==> config.mk <==
export PLATFORM = sky130hd
export DESIGN_NAME = config_lexer_unit
export DESIGN_NICKNAME = d
export VERILOG_FILES = /design/src/rtl/cfl_pkg.sv /design/src/rtl/cfl_scan.sv /design/src/rtl/cfl_fifo.sv /design/src/rtl/config_lexer_unit.sv
export VERILOG_INCLUDE_DIRS = /design/src /design/src/rtl
export SDC_FILE = /design/constraint.sdc
export NUM_CORES = 1
export LEC_CHECK = 0
export BUFFER_PORTS_ARGS = -buffer_cell sky130_fd_sc_hd__buf_2
export CORE_MARGIN = 1
export CORE_UTILIZATION = 30
export CTS_CLUSTER_SIZE = 12
export DETAILED_ROUTE_END_ITERATION = 12
export GPL_ROUTABILITY_DRIVEN = 0
export PLACE_DENSITY = 0.55
export SLEW_MARGIN = 20
export SYNTH_ARGS = -nofsm -noshare
export SYNTH_HDL_FRONTEND = slang
export SYNTH_HIERARCHICAL = 1
export SYNTH_SLANG_ARGS = --single-unit
==> constraint.sdc <==
create_clock -name i_clk -period 13.2 [get_ports i_clk]
set_input_delay 2.64 -clock i_clk [delete_from_list [all_inputs] [get_ports i_clk]]
set_output_delay 2.64 -clock i_clk [all_outputs]
set_load 0.02 [all_outputs]
==> src/rtl/config_lexer_unit_defines.svh <==
// ----------------------------------------------------------------------------
// config_lexer_unit_defines
// assertion macros used by the config_lexer_unit rtl
// ----------------------------------------------------------------------------
`ifndef CONFIG_LEXER_UNIT_DEFINES_SVH
`define CONFIG_LEXER_UNIT_DEFINES_SVH

// same-cycle implication
`define CFL_ASSERT_SAME(label, clk, rst_n, ante, cons, msg) \
    label: assert property (@(posedge clk) disable iff (!(rst_n)) (ante) |-> (cons)) \
        else $error(msg);

// next-cycle implication
`define CFL_ASSERT_NEXT(label, clk, rst_n, ante, cons, msg) \
    label: assert property (@(posedge clk) disable iff (!(rst_n)) (ante) |=> (cons)) \
        else $error(msg);

`endif

==> src/rtl/cfl_pkg.sv <==
// ----------------------------------------------------------------------------
// cfl_pkg
// types, constants and helpers for the config lexer
// ----------------------------------------------------------------------------
package cfl_pkg;

    localparam int POS_BITS   = 16;
    localparam int OUT_BITS   = 16;
    localparam int TYPE_BITS  = 4;
    localparam int KW_BITS    = 3;
    localparam int FIFO_DEPTH = 4;
    localparam int FIFO_PTR_BITS = $clog2(FIFO_DEPTH);
    localparam int FIFO_CNT_BITS = $clog2(FIFO_DEPTH + 1);
    localparam int DATA_BITS  = ((TYPE_BITS + 4 * OUT_BITS) + 7) / 8 * 8;

    typedef logic [POS_BITS-1:0] t_pos;
    typedef logic [OUT_BITS-1:0] t_out;
    typedef logic [TYPE_BITS-1:0] t_tok;

    localparam t_tok TT_EXIT    = 4'd0;
    localparam t_tok TT_SEMI    = 4'd1;
    localparam t_tok TT_COMMA   = 4'd2;
    localparam t_tok TT_INT     = 4'd3;
    localparam t_tok TT_STRING  = 4'd4;
    localparam t_tok TT_IDENT   = 4'd5;
    localparam t_tok TT_END     = 4'd6;
    localparam t_tok TT_BAD     = 4'd7;
    localparam t_tok TT_UNTERM  = 4'd8;

    localparam logic [KW_BITS-1:0] KW_DONE = 3'd4;
    localparam logic [KW_BITS-1:0] KW_FAIL = 3'd7;

    localparam logic [7:0] CH_END   = 8'h00;
    localparam logic [7:0] CH_TAB   = 8'h09;
    localparam logic [7:0] CH_LF    = 8'h0a;
    localparam logic [7:0] CH_CR    = 8'h0d;
    localparam logic [7:0] CH_SPACE = 8'h20;
    localparam logic [7:0] CH_QUOTE = 8'h22;
    localparam logic [7:0] CH_HASH  = 8'h23;
    localparam logic [7:0] CH_COMMA = 8'h2c;
    localparam logic [7:0] CH_SEMI  = 8'h3b;
    localparam logic [7:0] CH_UNDER = 8'h5f;

    typedef enum logic [5:0] {
        M_BETWEEN = 6'b000001,
        M_COMMENT = 6'b000010,
        M_INT     = 6'b000100,
        M_STR     = 6'b001000,
        M_IDENT   = 6'b010000,
        M_HALT    = 6'b100000
    } t_mode;

    typedef struct packed {
        logic last;
        t_out column;
        t_out line;
        t_out length;
        t_out start;
        t_tok kind;
    } t_result;

    typedef struct packed {
        logic [1:0] count;
        t_result    first;
        t_result    second;
    } t_emit;

    function automatic t_pos sat_inc(input t_pos x);
        return (x == '1) ? x : t_pos'(x + 1'b1);
    endfunction

    function automatic logic [7:0] kw_char(input logic [1:0] idx);
        case (idx)
            2'd0:    return 8'h65;
            2'd1:    return 8'h78;
            2'd2:    return 8'h69;
            default: return 8'h74;
        endcase
    endfunction

    function automatic t_result make_result(input t_tok kind, input t_pos start,
                                            input t_pos length, input t_pos line,
                                            input t_pos column);
        t_result r;
        r.kind   = kind;
        r.start  = t_out'(start);
        r.length = t_out'(length);
        r.line   = t_out'(line);
        r.column = t_out'(column);
        r.last   = 1'b1;
        return r;
    endfunction

endpackage

==> src/rtl/cfl_scan.sv <==
// ----------------------------------------------------------------------------
// cfl_scan
// scanner state and per-byte token decisions, up to two results per byte
// ----------------------------------------------------------------------------
module cfl_scan (
    input  logic          i_clk,
    input  logic          i_rst_n,
    input  logic          i_accept,
    input  logic [7:0]    i_byte,
    output cfl_pkg::t_emit o_emit
);
    import cfl_pkg::*;

    t_mode               r_mode, n_mode;
    t_pos                r_off, n_off;
    t_pos                r_line, n_line;
    t_pos                r_col, n_col;
    t_pos                r_ps, n_ps;
    t_pos                r_pl, n_pl;
    t_pos                r_pc, n_pc;
    logic [KW_BITS-1:0]  r_kw, n_kw;

    logic    is_end, is_nl, is_ws, is_digit, is_alpha;
    logic    go_between, rst_all, adv;
    logic    tok_a_v, tok_b_v;
    t_result tok_a, tok_b;
    t_pos    adv_off, adv_line, adv_col;

    assign is_end   = (i_byte == CH_END);
    assign is_nl    = (i_byte == CH_LF) || (i_byte == CH_CR);
    assign is_ws    = is_nl || (i_byte == CH_SPACE) || (i_byte == CH_TAB);
    assign is_digit = (i_byte inside {[8'h30:8'h39]});
    assign is_alpha = (i_byte inside {[8'h61:8'h7a], [8'h41:8'h5a]}) ||
                      (i_byte == CH_UNDER);

    assign adv_off  = sat_inc(r_off);
    assign adv_line = is_nl ? sat_inc(r_line) : r_line;
    assign adv_col  = is_nl ? t_pos'(1) : sat_inc(r_col);

    always_comb begin
        n_mode     = r_mode;
        n_ps       = r_ps;
        n_pl       = r_pl;
        n_pc       = r_pc;
        n_kw       = r_kw;
        go_between = 1'b0;
        rst_all    = 1'b0;
        adv        = 1'b0;
        tok_a_v    = 1'b0;
        tok_b_v    = 1'b0;
        tok_a      = '0;
        tok_b      = '0;

        case (r_mode)
            M_HALT: begin
                rst_all = is_end;
            end
            M_COMMENT: begin
                if (is_end) begin
                    go_between = 1'b1;
                end else begin
                    adv = 1'b1;
                    if (i_byte == CH_LF) begin
                        n_mode = M_BETWEEN;
                    end
                end
            end
            M_STR: begin
                if (is_end) begin
                    tok_a_v = 1'b1;
                    tok_a   = make_result(TT_UNTERM, r_off, '0, r_line, r_col);
                    rst_all = 1'b1;
                end else if (i_byte == CH_QUOTE) begin
                    tok_a_v = 1'b1;
                    tok_a   = make_result(TT_STRING, r_ps, sat_inc(t_pos'(r_off - r_ps)),
                                          r_pl, r_pc);
                    n_mode  = M_BETWEEN;
                    adv     = 1'b1;
                end else begin
                    adv = 1'b1;
                end
            end
            M_INT: begin
                if (is_digit) begin
                    adv = 1'b1;
                end else begin
                    tok_a_v    = 1'b1;
                    tok_a      = make_result(TT_INT, r_ps, t_pos'(r_off - r_ps), r_pl, r_pc);
                    go_between = 1'b1;
                end
            end
            M_IDENT: begin
                if (is_digit || is_alpha) begin
                    adv = 1'b1;
                    if ((r_kw < KW_DONE) && (i_byte == kw_char(r_kw[1:0]))) begin
                        n_kw = r_kw + 1'b1;
                    end else begin
                        n_kw = KW_FAIL;
                    end
                end else begin
                    tok_a_v    = 1'b1;
                    tok_a      = make_result((r_kw == KW_DONE) ? TT_EXIT : TT_IDENT, r_ps,
                                             t_pos'(r_off - r_ps), r_pl, r_pc);
                    go_between = 1'b1;
                end
            end
            M_BETWEEN: begin
                go_between = 1'b1;
            end
            default: begin
                go_between = 1'b1;
            end
        endcase

        if (go_between) begin
            n_mode = M_BETWEEN;
            if (is_end) begin
                tok_b_v = 1'b1;
                tok_b   = make_result(TT_END, r_off, '0, r_line, r_col);
                rst_all = 1'b1;
            end else if (is_ws) begin
                adv = 1'b1;
            end else if (i_byte == CH_HASH) begin
                n_mode = M_COMMENT;
                adv    = 1'b1;
            end else if ((i_byte == CH_SEMI) || (i_byte == CH_COMMA)) begin
                tok_b_v = 1'b1;
                tok_b   = make_result((i_byte == CH_SEMI) ? TT_SEMI : TT_COMMA, r_off,
                                      t_pos'(1), r_line, r_col);
                adv     = 1'b1;
            end else if ((i_byte == CH_QUOTE) || is_digit || is_alpha) begin
                n_ps = r_off;
                n_pl = r_line;
                n_pc = r_col;
                adv  = 1'b1;
                if (i_byte == CH_QUOTE) begin
                    n_mode = M_STR;
                end else if (is_digit) begin
                    n_mode = M_INT;
                end else begin
                    n_mode = M_IDENT;
                    n_kw   = (i_byte == kw_char(2'd0)) ? KW_BITS'(1) : KW_FAIL;
                end
            end else begin
                tok_b_v = 1'b1;
                tok_b   = make_result(TT_BAD, r_off, '0, r_line, r_col);
                n_mode  = M_HALT;
            end
        end
    end

    always_comb begin
        n_off  = adv ? adv_off  : r_off;
        n_line = adv ? adv_line : r_line;
        n_col  = adv ? adv_col  : r_col;
    end

    // first slot takes the closed token if any, else the token of this byte; second the token of this byte
    always_comb begin
        o_emit.count       = {1'b0, tok_a_v} + {1'b0, tok_b_v};
        o_emit.first       = tok_a_v ? tok_a : tok_b;
        o_emit.first.last  = !(tok_a_v && tok_b_v);
        o_emit.second      = tok_b;
        o_emit.second.last = 1'b1;
    end

    always_ff @(posedge i_clk) begin
        if (!i_rst_n) begin
            r_mode <= M_BETWEEN;
            r_off  <= '0;
            r_line <= t_pos'(1);
            r_col  <= t_pos'(1);
            r_ps   <= '0;
            r_pl   <= t_pos'(1);
            r_pc   <= t_pos'(1);
            r_kw   <= '0;
        end else if (i_accept) begin
            if (rst_all) begin
                r_mode <= M_BETWEEN;
                r_off  <= '0;
                r_line <= t_pos'(1);
                r_col  <= t_pos'(1);
                r_ps   <= '0;
                r_pl   <= t_pos'(1);
                r_pc   <= t_pos'(1);
                r_kw   <= '0;
            end else begin
                r_mode <= n_mode;
                r_off  <= n_off;
                r_line <= n_line;
                r_col  <= n_col;
                r_ps   <= n_ps;
                r_pl   <= n_pl;
                r_pc   <= n_pc;
                r_kw   <= n_kw;
            end
        end
    end

endmodule

==> src/rtl/cfl_fifo.sv <==
// ----------------------------------------------------------------------------
// cfl_fifo
// small result queue, up to two writes and one read per cycle
// ----------------------------------------------------------------------------
module cfl_fifo (
    input  logic             i_clk,
    input  logic             i_rst_n,
    input  logic [1:0]       i_push_cnt,
    input  cfl_pkg::t_result i_d0,
    input  cfl_pkg::t_result i_d1,
    input  logic             i_pop,
    output logic             o_room,
    output logic             o_valid,
    output cfl_pkg::t_result o_data
);
    import cfl_pkg::*;

    t_result                  r_mem [FIFO_DEPTH];
    logic [FIFO_PTR_BITS-1:0] r_wp, n_wp;
    logic [FIFO_PTR_BITS-1:0] r_rp, n_rp;
    logic [FIFO_CNT_BITS-1:0] r_count, n_count;
    logic [FIFO_PTR_BITS-1:0] wp_next;
    logic                     pop_ok;

    assign o_room  = (r_count <= FIFO_CNT_BITS'(FIFO_DEPTH - 2));
    assign o_valid = (r_count != '0);
    assign o_data  = r_mem[r_rp];
    assign pop_ok  = i_pop && o_valid;
    assign wp_next = r_wp + 1'b1;

    always_comb begin
        n_wp    = r_wp + FIFO_PTR_BITS'(i_push_cnt);
        n_rp    = r_rp + FIFO_PTR_BITS'(pop_ok);
        n_count = r_count + FIFO_CNT_BITS'(i_push_cnt) - FIFO_CNT_BITS'(pop_ok);
    end

    always_ff @(posedge i_clk) begin
        if (i_push_cnt != 2'd0) begin
            r_mem[r_wp] <= i_d0;
        end
        if (i_push_cnt == 2'd2) begin
            r_mem[wp_next] <= i_d1;
        end
    end

    always_ff @(posedge i_clk) begin
        if (!i_rst_n) begin
            r_wp    <= '0;
            r_rp    <= '0;
            r_count <= '0;
        end else begin
            r_wp    <= n_wp;
            r_rp    <= n_rp;
            r_count <= n_count;
        end
    end

endmodule

==> src/rtl/config_lexer_unit.sv <==
// ----------------------------------------------------------------------------
// config_lexer_unit
// byte-serial tokenizer for a small configuration language
//
//   channel   dir  fields (low bit up)
//   s_axis    in   tdata[7:0] byte_req
//   m_axis    out  tdata: token_type, start_offset, token_length,
//                  start_line, start_column; tlast: last
//
// one source byte accepted per cycle unless stalled; the scanner decides in the
// accept cycle and writes its zero, one or two results into a four-entry result
// queue. a byte can yield two results, so the input stalls when fewer than two
// queue slots are free. synchronous active-low reset returns the scanner to its
// start state and empties the queue.
// ----------------------------------------------------------------------------
`include "config_lexer_unit_defines.svh"

module config_lexer_unit (
    input  logic                             i_clk,
    input  logic                             i_rst_n,
    input  logic                             s_axis_tvalid,
    output logic                             s_axis_tready,
    input  logic [7:0]                       s_axis_tdata,  // byte_req
    output logic                             m_axis_tvalid,
    input  logic                             m_axis_tready,
    // token_type, start_offset, token_length, start_line, start_column
    output logic [cfl_pkg::DATA_BITS-1:0]    m_axis_tdata,
    output logic                             m_axis_tlast   // last
);
    import cfl_pkg::*;

    logic    in_accept;
    t_emit   emit;
    t_result head;

    assign in_accept = s_axis_tvalid && s_axis_tready;

    cfl_scan u_scan (
        .i_clk    (i_clk),
        .i_rst_n  (i_rst_n),
        .i_accept (in_accept),
        .i_byte   (s_axis_tdata),
        .o_emit   (emit)
    );

    cfl_fifo u_fifo (
        .i_clk      (i_clk),
        .i_rst_n    (i_rst_n),
        .i_push_cnt (in_accept ? emit.count : 2'd0),
        .i_d0       (emit.first),
        .i_d1       (emit.second),
        .i_pop      (m_axis_tready),
        .o_room     (s_axis_tready),
        .o_valid    (m_axis_tvalid),
        .o_data     (head)
    );

    assign m_axis_tdata = DATA_BITS'({head.column, head.line, head.length,
                                      head.start, head.kind});
    assign m_axis_tlast = head.last;

    `CFL_ASSERT_NEXT(a_pair_kept, i_clk, i_rst_n, m_axis_tvalid && m_axis_tready && !m_axis_tlast, m_axis_tvalid, "second result of a byte missing")
    `CFL_ASSERT_SAME(a_end_last, i_clk, i_rst_n, m_axis_tvalid && (head.kind == TT_END || head.kind == TT_BAD || head.kind == TT_UNTERM), m_axis_tlast, "end or error result not marked last")
    `CFL_ASSERT_SAME(a_stall_full, i_clk, i_rst_n, !s_axis_tready, m_axis_tvalid, "input stalled with empty result queue")

endmodule
==> reports/metrics.yaml, run 1 <==
outcome:
  status: "finished clean"
placed_design:
  dpl_cell_area_um2: 22950
  post-place-ws_ns: 4.603
  io_buffers: 82
  hpwl_mm: 36.48
global_routing:
  antenna_found_initial: 3
  gr-total-overflow: 0
  grt_pass1_wl_mm: 92.71
  grt_pass1_vias: 15142
  grt_max_degree: 64
  track_usage: 0.1622
die:
  die-area_um2: 73400
  die_w_um: 270.9
  std_cell_rows: 98
  start_util: 0.3035
  io_pins: 87
  die_y_um: 270.9
  core_area_um2: 71490
setup_path:
  crit_fanout: 54
  path_class: "primary input to flip-flop"
  reg2reg_to: "u_fifo/r_mem[1][17]"
  end_kind: "flip-flop"
  reg2reg_depth: 13
  startpoint: "s_axis_tdata[7]"
  worstSetupStartpointType: "primary input"
  rr_startpoint: "u_scan/r_mode[4]"
  required_ns: 13.50
  reg2reg_slack_ns: 7.34
  cp_data_arrival_time_ns: 8.43
job:
  maxCapViolations: 0
power:
  p_leak_nw: 8.618
  clockPowerShare: 0.343
  switchingPower_mw: 0.9982
  power_frac_seq: 0.438
  irDropWorstVdd_v: 0.00008345
  p_sw_frac: 0.3003
  p_int_mw: 2.326
  powerDensity_nw_per_um2: 136.9
  p_comb_frac: 0.219
final_layout:
  antennaDiodeCount: 0
  nets: 1863
  final_area_um2: 24280
  drive_above_1_share: 0.2850
  areaGrowthSynthToFinish_pct: 11.90
  layout_common_cells: "edfxtp_1 (276), mux2_2 (257), dfxtp_1 (110)"
  layout_commonest_cell: "edfxtp_1"
sta:
  hold_violations: 0
  setup_viol: 0
  hold-worst-slack_ns: 0.4673
  timing.final.crit_share: 0.6162
  fin_tns_setup_ns: 0
  rsz0062_at_grt: "false"
  period_minus_slack_ns: 8.134
  tightest_slew_ns: 1.019
  fin_skew_ns: 0.01357
  drv_slew: 0
  worst_slew_margin_rel: 0.3206
  worst_slack_ns: 5.066
  clock.fmax_ghz: 0.1229
detailed_routing:
  wl_per_cell_um: 21.51
  vias: 14864
  drt_wl_total_mm: 60.36
  final_antenna_net_count: 0
  viasPerCell: 5.297
  drt_pass1_iterations: 5
  drtIter0Drc: 964
  drc: 0
clock_network:
  clkSinkCount: 388
  cts_tree: "done"
  clockBufferDepth: 3
  cts_resized: 0
  cts_hold_buf: 0
  cts_htree_levels: 2
  clkTransAtPathRegs_ns: 0.06
  root_buffer: "clkbuf_16"
  numCtsBuffers: 42
  clk_latency_ns: 0.55
  postCtsSetupBuffers: 0
synthesis:
  async_flop_share: 0
  syn_avg_cell_area_um2: 12.13
  yosys_warnings: 6
  syn_inst: 1788
  synth_seq_area_share: 0.4854
  synth_cell_type_count: 86
  syn_area_um2: 21700
  synth_edf_count: 276
  ys_ff_latch: 388
  ys.flop_type: "edfxtp_1"
worst_hold_path:
  hold_start: "u_scan/r_pc[12]"
  min_path_cells: 2
  hold_path_class: "flip-flop to flip-flop"
  whs_endpoint: "u_scan/r_pc[12]"
[worst max-delay path, cell delays in order]
cell and delay [ns]:
buf_2 0.13, nor4b_1 0.76, nand3_1 0.42, or2_2 0.56
nand2_2 0.12, buf_4 0.64, nor2_1 0.31, inv_1 0.16
ha_1 0.24, and3_1 0.31, nor4b_4 0.57, buf_4 0.32
buf_4 0.75, mux2_2 0.42
[power by group through the flow]
stage	logic (mW)	registers (mW)	clock network, mW
2_1_floorplan	0.508	1.45	0
3_3_place_gp	0.744	1.48	0
3_5_place_dp	0.750	1.48	0
4_1_cts	0.752	1.46	1.17
5_1_grt	0.779	1.47	1.22
6_report	0.728	1.45	1.14
[worst max path at each step]
| stage | to | slack [ns] | cells after the start |
|---|---|---|---|
| floorplan | u_fifo/r_mem[0][0] | 2.69 | 12 |
| global placement | u_fifo/r_mem[1][28] | 4.66 | 14 |
| detailed placement | u_fifo/r_mem[1][38] | 4.60 | 14 |
| CTS | u_fifo/r_mem[1][38] | 5.15 | 14 |
| global route | u_fifo/r_mem[1][38] | 4.69 | 14 |
| finish | u_fifo/r_mem[1][17] | 5.07 | 14 |
[layout make-up]
cell class,count,area [um2]
clock buffer,68,1272
clock inverter,10,52.55
fill,7060,47210
inverter,45,168.9
multi-input combinational,1238,10450
sequential,388,10540
tap,950,1189
timing repair buffer,107,605.6
[cell families (layout without fill, tap and decap cells)]
family	after synthesis	count (layout)	share of synthesized area
AND/OR/NAND/NOR	518	518	0.1298
flip-flops	388	388	0.4854
buffers and inverters	180	230	0.03973
adder cells (fa/ha/maj)	29	29	0.01742
AO/OA/AOI/OAI	272	272	0.08731
multiplexers	355	355	0.2213
XOR/XNOR	43	43	0.01863
other	3	21	0.0005190
[sequential cells by signal, summed over array words and instances, names as in the netlist]
signal / count
u_fifo/r_mem: 276
u_scan/r_col: 16
u_scan/r_line: 16
u_scan/r_off: 16
u_scan/r_pc: 16
u_scan/r_pl: 16
u_scan/r_ps: 16
u_scan/r_mode: 6
u_fifo/r_count: 3
u_scan/r_kw: 3
u_fifo/r_rp: 2
u_fifo/r_wp: 2
[per-stage QoR]
stage / util / total power, mW / std cells
finish: 0.3396 / 3.324 / 2806
global route: 0.3396 / 3.463 / 2806
CTS: 0.3396 / 3.384 / 2806
detailed placement: 0.3211 / 2.234 / 2728
global placement: 0.3209 / 2.223 / 2728
floorplan: - / 1.958 / 1806
[synthesized netlist by cell type (all sizes together) (46+ instances only)]
cell type	n	area share
and2	51	0.015
nand3	50	0.012
mux4	69	0.072
and3	51	0.015
mux2	277	0.15
clkbuf	61	0.011
nand2	77	0.013
buf	74	0.021
nor2b	46	0.013
nor2	111	0.020
dfxtp	112	0.10
a21oi	76	0.018
edfxtp	276	0.38
a22o	48	0.019
[per-layer routing]
layer | track usage | up-vias | share of wire
met5 | 0 | - | 0
met2 | 0.2724 | 374 | 0.48
met4 | 0.04817 | 0 | 0.024
li1 | - | 6858 | -
met1 | 0.2180 | 7550 | 0.46
met3 | 0.01890 | 82 | 0.040
Power figures use the tool's default switching activity.
==> run 2, diff against run 1 <==
==> constraint.sdc (replaced) <==
create_clock -name i_clk -period 7.7 [get_ports i_clk]
set_input_delay 1.54 -clock i_clk [delete_from_list [all_inputs] [get_ports i_clk]]
set_output_delay 1.54 -clock i_clk [all_outputs]
set_load 0.02 [all_outputs]
==> run 2 against run 1 <==
Register-to-register slack lost 4.5 ns; count of clock-buffer cells in the layout decreased by 3; clock power up 73%; sequential cell count is the same; global-route usage decreased by 0.31 points; die area did not move; total power increased by 72%; sequential share of layout area decreased by 0.21 points; first-iteration DRC count increased by 12%; setup slack got worse by 3.1 ns; non-clock buffer count increased by 3; core utilization grew 0.17 points; critical endpoint is now u_fifo/r_mem[1][39]; largest power group unchanged.
==> reports/metrics.yaml, run 2 (same netlist as run 1, synthesis figures left out) <==
outcome:
  status: "finished clean"
detailed_routing:
  drc: 0  # unchanged
  wl_met3_mm: 3.015  # +23%
  wl_per_cell_um: 21.01  # -2.3%
  drt_pass1_iterations: 6  # +1
  final_antenna_net_count: 0  # unchanged
  vias: 14749  # -0.77%
  met2_length_mm: 28.75  # -0.19%
  viasPerCell: 5.247  # -0.95%
  drtIter0Drc: 1081  # +12%
  top_layer: "met5"
  drt_wl_total_mm: 59.07  # -2.1%
  wl_met1_mm: 26.20  # -5.4%
setup_path:
  crit_family: "simple AND/OR/NAND/NOR gates"
  end_kind: "flip-flop"
  reg2reg_slack_ns: 2.87  # -4.47 ns
  crit_fanout: 47  # -13%
  crit_chain: "buf_2 > nand3b_1 > a41oi_1 > a21oi_1 > o21ai_1 > nand2_2 > nor2_1 > inv_1 > ha_1 > and3_1 > mux2i_1 > nor2_4 > buf_12"
  max_stage_delay_ns: 0.80  # +0.04 ns
  reg2reg_to: "u_fifo/r_mem[1][39]"
  reg2reg_depth: 12  # -1
  path_class: "primary input to flip-flop"
  required_ns: 7.92  # -5.58 ns
  cp_slowest_cell: "nor2_4"
  cp_data_arrival_time_ns: 5.98  # -2.45 ns
  rr_startpoint: "u_scan/r_mode[1]"
  crit_buf_inv: 3  # -2
  worstSetupStartpointType: "primary input"
worst_hold_path:
  whs_endpoint: "u_scan/r_pl[13]"
  hold_path_class: "flip-flop to flip-flop"
  min_path_cells: 2  # unchanged
  hold_start: "u_scan/r_pl[13]"
power:
  powerDensity_nw_per_um2: 234.7  # +71%
  switchingPower_mw: 1.728  # +73%
  power_frac_seq: 0.430  # -0.008
  p_int_mw: 3.999  # +72%
  p_comb_frac: 0.226  # +0.007
  power.total_mw: 5.727  # +72%
  p_leak_nw: 8.660  # +0.49%
  irDropWorstVdd_v: 0.0001516  # +82%
  clockPowerShare: 0.344  # about the same
  p_sw_frac: 0.3018  # +0.001449
final_layout:
  drive_above_1_share: 0.2882  # +0.003150
  areaGrowthSynthToFinish_pct: 12.45
  layout_common_cells: "edfxtp_1 (276), mux2_2 (257), dfxtp_1 (110)"
  layout_commonest_cell: "edfxtp_1"
  largest_reg_flops: 276  # unchanged
  n_fill_cell: 7006  # -0.76%
  largest_register: "u_fifo/r_mem"
  nets: 1867  # +0.21%
global_routing:
  grt_max_degree: 70  # +9.4%
  gr-total-overflow: 0  # unchanged
  track_usage: 0.1591  # -0.003097
  antenna_found_initial: 2  # -1
  grt_pass1_wl_mm: 90.63  # -2.2%
  grt_pass1_vias: 15114  # -0.18%
sta:
  clock.fmax_ghz: 0.1736
  fin_tns_setup_ns: 0  # unchanged
  hold_violations: 0  # unchanged
  timing.final.crit_share: 0.7483
  period_minus_slack_ns: 5.762
  tightest_slew_ns: 1.101  # +0.08163 ns
  setup_viol: 0  # unchanged
  fin_skew_ns: 0.01870  # +0.005128 ns
  rsz0062_at_grt: "false"
  worst_slew_margin_rel: 0.2644  # -0.05620
  drv_slew: 0  # unchanged
clock_network:
  numCtsBuffers: 43  # +2.4%
  clkTransAtPathRegs_ns: 0.06  # about the same
  clkSinkCount: 388  # unchanged
  postCtsSetupBuffers: 0  # unchanged
  cts_hold_buf: 0  # unchanged
  cts_htree_levels: 2  # unchanged
  clockBufferDepth: 3  # unchanged
  root_buffer: "clkbuf_16"
  cts_tree: "done"
  cts_resized: 0  # unchanged
  clk_latency_ns: 0.57  # +0.02 ns
die:
  die_y_um: 270.9  # unchanged
  die_w_um: 270.9  # unchanged
  start_util: 0.3035  # unchanged
  die-area_um2: 73400  # unchanged
  std_cell_rows: 98  # unchanged
  io_pins: 87  # unchanged
  core_area_um2: 71490  # unchanged
job:
  maxCapViolations: 0  # unchanged
placed_design:
  hpwl_mm: 36.74  # +0.73%
  io_buffers: 82  # unchanged
==> run 2: cell type report <==
| class | instances | area (um2) | area share |
|---|---|---|---|
| Antenna cell | 1 | 2.502 | 0.0001026 |
| Multi-Input combinational cell | 1238 | 10440 | 0.4280 |
| Timing Repair Buffer | 110 | 715.7 | 0.02933 |
| Sequential cell | 388 | 10540 | 0.4319 |
| Clock inverter | 14 | 90.09 | 0.003693 |
| Tap cell | 950 | 1189 | 0.04872 |
| Clock buffer | 65 | 1251 | 0.05128 |
| Inverter | 45 | 168.9 | 0.006923 |
==> run 2: how the worst max path moves through the flow <==
stage | startpoint | endpoint | slack, ns | depth (start not counted)
3_3_place_gp | s_axis_tdata[1] | u_fifo/r_mem[2][27] | 1.51 | 13
4_1_cts | s_axis_tdata[1] | u_fifo/r_mem[1][16] | 1.96 | 13
2_1_floorplan | s_axis_tdata[0] | u_fifo/r_mem[2][0] | 0.01 | 12
6_report | s_axis_tdata[1] | u_fifo/r_mem[1][39] | 1.94 | 13
5_1_grt | s_axis_tdata[1] | u_fifo/r_mem[1][39] | 1.65 | 13
3_5_place_dp | s_axis_tdata[1] | u_fifo/r_mem[1][21] | 1.36 | 13
==> run 2: routing by layer <==
layer / GRT usage / up-vias
li1: - / 6856
met1: 0.2062 / 7488
met2: 0.2699 / 337
met3: 0.02929 / 66
met4: 0.04326 / 2
met5: 0 / -
==> run 2: power groups by stage <==
stage	Clock, mW	Combinational, mW	Sequential [mW]
after floorplan	0	0.872	2.48
after global placement	0	1.27	2.54
after detailed placement	0	1.27	2.55
after CTS	2.02	1.28	2.51
after global routing	2.09	1.38	2.48
final	1.97	1.29	2.46
==> run 2: metrics by stage <==
stage | setup WS, ns | cell area [um2] | hold WS (ns) | util | instances
after floorplan | 0.01055 | 21760 | 0.4412 | - | 1806
after global placement | 1.515 | 23020 | 0.4520 | 0.3221 | 2730
after detailed placement | 1.364 | 23020 | 0.4603 | 0.3221 | 2730
after CTS | 1.961 | 24370 | 0.4687 | 0.3408 | 2809
after global routing | 1.652 | 24390 | 0.5054 | 0.3413 | 2810
final | 1.938 | 24400 | 0.4724 | 0.3413 | 2811
==> run 2: worst register-to-register path, delay by kind of cell, from the launching register on <==
family,cells,cell delay [ns]
and+or+nand+nor,6,2.10
AOI/OAI and AO/OA,2,0.86
buffers and inverters,2,0.52
DFF,1,0.41
adders and majority gates,1,0.30
muxes,1,0.25
==> run 3, diff against run 2 <==
==> constraint.sdc (replaced) <==
create_clock -name i_clk -period 5.5 [get_ports i_clk]
set_input_delay 1.1 -clock i_clk [delete_from_list [all_inputs] [get_ports i_clk]]
set_output_delay 1.1 -clock i_clk [all_outputs]
set_load 0.02 [all_outputs]
==> run 3 against run 2 <==
Die area stayed put; sequential power is 42% higher; sequential share of layout area is 0.44 points lower; cell count is 0.57% higher; core utilization is 0.35 points higher; register-to-register slack worse by 1.9 ns; worst hold slack worse by 0.0032 ns; global-route usage is 0.22 points higher; count of clock-buffer cells in the layout is 1 lower; wire length is 1.7% higher; non-clock buffer count is 19 higher; largest cell class unchanged; via count is 1.4% higher.
==> reports/metrics.yaml, run 3 (same netlist as run 1, synthesis figures left out) <==
placed_design:
  hpwl_mm: 38.27  # +4.1%
  dpl_cell_area_um2: 23320  # +1.3%
  post-place-ws_ns: 0.4679  # -0.8965 ns
  numPlacedInstances: 2750  # +0.73%
  io_buffers: 82  # unchanged
clock_network:
  clk_latency_ns: 0.57  # about the same
  cts_htree_levels: 2  # unchanged
  root_buffer: "clkbuf_16"
  clkSinkCount: 388  # unchanged
  cts_tree: "done"
  cts_resized: 0  # unchanged
  postCtsSetupBuffers: 0  # unchanged
  cts_hold_buf: 0  # unchanged
  numCtsBuffers: 42  # -2.3%
  clockBufferDepth: 3  # unchanged
  clkTransAtPathRegs_ns: 0.06  # about the same
sta:
  timing.final.crit_share: 0.8243
  drv_slew: 0  # unchanged
  hold_violations: 0  # unchanged
  hold-worst-slack_ns: 0.4692  # -0.003192 ns
  worst_slew_margin_rel: 0.2945  # +0.03008
  setup_viol: 0  # unchanged
  rsz0062_at_grt: "false"
  worst_slack_ns: 0.9662  # -0.9718 ns
  period_minus_slack_ns: 4.534
  tightest_slew_ns: 1.054  # -0.04635 ns
  fin_tns_setup_ns: 0  # unchanged
  clock.fmax_ghz: 0.2206
  fin_skew_ns: 0.01820  # -0.0005053 ns
final_layout:
  nets: 1885  # +0.96%
  final_area_um2: 24650  # +1.0%
  largest_reg_flops: 276  # unchanged
  n_fill_cell: 6959  # -0.67%
  areaGrowthSynthToFinish_pct: 13.62
  largest_register: "u_fifo/r_mem"
  layout_common_cells: "edfxtp_1 (276), mux2_2 (257), dfxtp_1 (110)"
  postLayoutCoreUtil: 0.3448  # +0.003536
  drive_above_1_share: 0.2952  # +0.006980
  fin_cells: 2827  # +0.57%
  antennaDiodeCount: 0  # -1
  layout_commonest_cell: "edfxtp_1"
detailed_routing:
  drc: 0  # unchanged
  drtIter0Drc: 1261  # +17%
  drt_pass1_iterations: 6  # unchanged
  vias: 14954  # +1.4%
  drt_wl_total_mm: 60.09  # +1.7%
  wl_per_cell_um: 21.25  # +1.2%
  viasPerCell: 5.290  # +0.82%
  final_antenna_net_count: 0  # unchanged
die:
  core_area_um2: 71490  # unchanged
  io_pins: 87  # unchanged
  die_w_um: 270.9  # unchanged
  start_util: 0.3035  # unchanged
  std_cell_rows: 98  # unchanged
  die-area_um2: 73400  # unchanged
  die_y_um: 270.9  # unchanged
power:
  clockPowerShare: 0.342  # -0.002
  p_comb_frac: 0.223  # -0.003
  p_leak_nw: 8.792  # +1.5%
  powerDensity_nw_per_um2: 327.2  # +39%
  p_int_mw: 5.654  # +41%
  p_sw_frac: 0.2990  # -0.002770
  switchingPower_mw: 2.412  # +40%
  power.total_mw: 8.066  # +41%
  power_frac_seq: 0.434  # +0.004
  irDropWorstVdd_v: 0.0001643  # +8.4%
global_routing:
  antenna_found_initial: 1  # -1
  gr-total-overflow: 0  # unchanged
  grt_max_degree: 56  # -20%
  track_usage: 0.1612  # +0.002186
  grt_pass1_vias: 15181  # +0.44%
  grt_pass1_wl_mm: 91.89  # +1.4%
setup_path:
  crit_family: "simple AND/OR/NAND/NOR gates"
  end_kind: "flip-flop"
  cp_slowest_cell: "nor4bb_1"
  max_stage_delay_ns: 0.59  # -0.21 ns
  crit_buf_inv: 2  # -1
  worstSetupStartpointType: "primary input"
  path_class: "primary input to flip-flop"
  cp_data_arrival_time_ns: 4.85  # -1.13 ns
  crit_fanout: 43  # -8.5%
  required_ns: 5.81  # -2.11 ns
  crit_chain: "buf_2 > nor4bb_1 > a211oi_1 > a31oi_2 > nand2_2 > nor2_4 > nor3_4 > ha_1 > and3_1 > nor4bb_4 > buf_12 > mux2_2"
outcome:
  status: "finished clean"
job:
  maxCapViolations: 0  # unchanged
worst_hold_path:
  hold_path_class: "flip-flop to flip-flop"
==> run 3: cell count changes in the layout (fill, tap and decap cells not counted), sizes merged <==
cell | previous run | this run
buf | 110 | 129
inv | 49 | 46
bufinv | 0 | 2
clkbuf | 65 | 64
clkinv | 8 | 9
clkinvlp | 2 | 1
diode | 1 | 0
==> run 3: layout make-up <==
| class | count | area (um2) | area share |
|---|---|---|---|
| inverter | 45 | 168.9 | 0.006852 |
| tap | 950 | 1189 | 0.04822 |
| timing repair buffer | 129 | 988.4 | 0.04010 |
| clock buffer | 64 | 1205 | 0.04888 |
| clock inverter | 13 | 117.6 | 0.004771 |
| sequential | 388 | 10540 | 0.4275 |
| multi-input combinational | 1238 | 10440 | 0.4237 |
==> run 3: power by group through the flow <==
stage	sequential, mW	clock, mW	combinational (mW)
after CTS	3.51	2.83	1.84
after global placement	3.56	0	1.83
final	3.50	2.76	1.80
after global routing	3.53	2.93	1.91
after detailed placement	3.57	0	1.83
after floorplan	3.46	0	1.22
==> run 3: path summary, 6_finish.rpt <==
path | slack (ns) | from | to | cells past startpoint
min reg2reg | 0.47 | u_scan/r_pc[12] | u_scan/r_pc[12] | 2
min | 0.47 | u_scan/r_pc[12] | u_scan/r_pc[12] | 2
max | 0.97 | s_axis_tdata[4] | u_fifo/r_mem[2][20] | 12
max reg2reg | 1.00 | u_scan/r_off[0] | u_fifo/r_mem[3][22] | 12
==> run 3: metal layers <==
| metal | global-route usage | up-vias | routed length, um |
|---|---|---|---|
| li1 | - | 6872 | - |
| met1 | 0.2235 | 7634 | 27810 |
| met2 | 0.2684 | 383 | 28820 |
| met3 | 0.01970 | 65 | 2535 |
| met4 | 0.03390 | 0 | 922 |
| met5 | 0 | - | 0 |
==> run 3: tightest hold or removal path, cell delays in order (launching register included) <==
cell and delay (ns):
dfxtp_1 0.31, nand2_1 0.05, a21boi_0 0.06
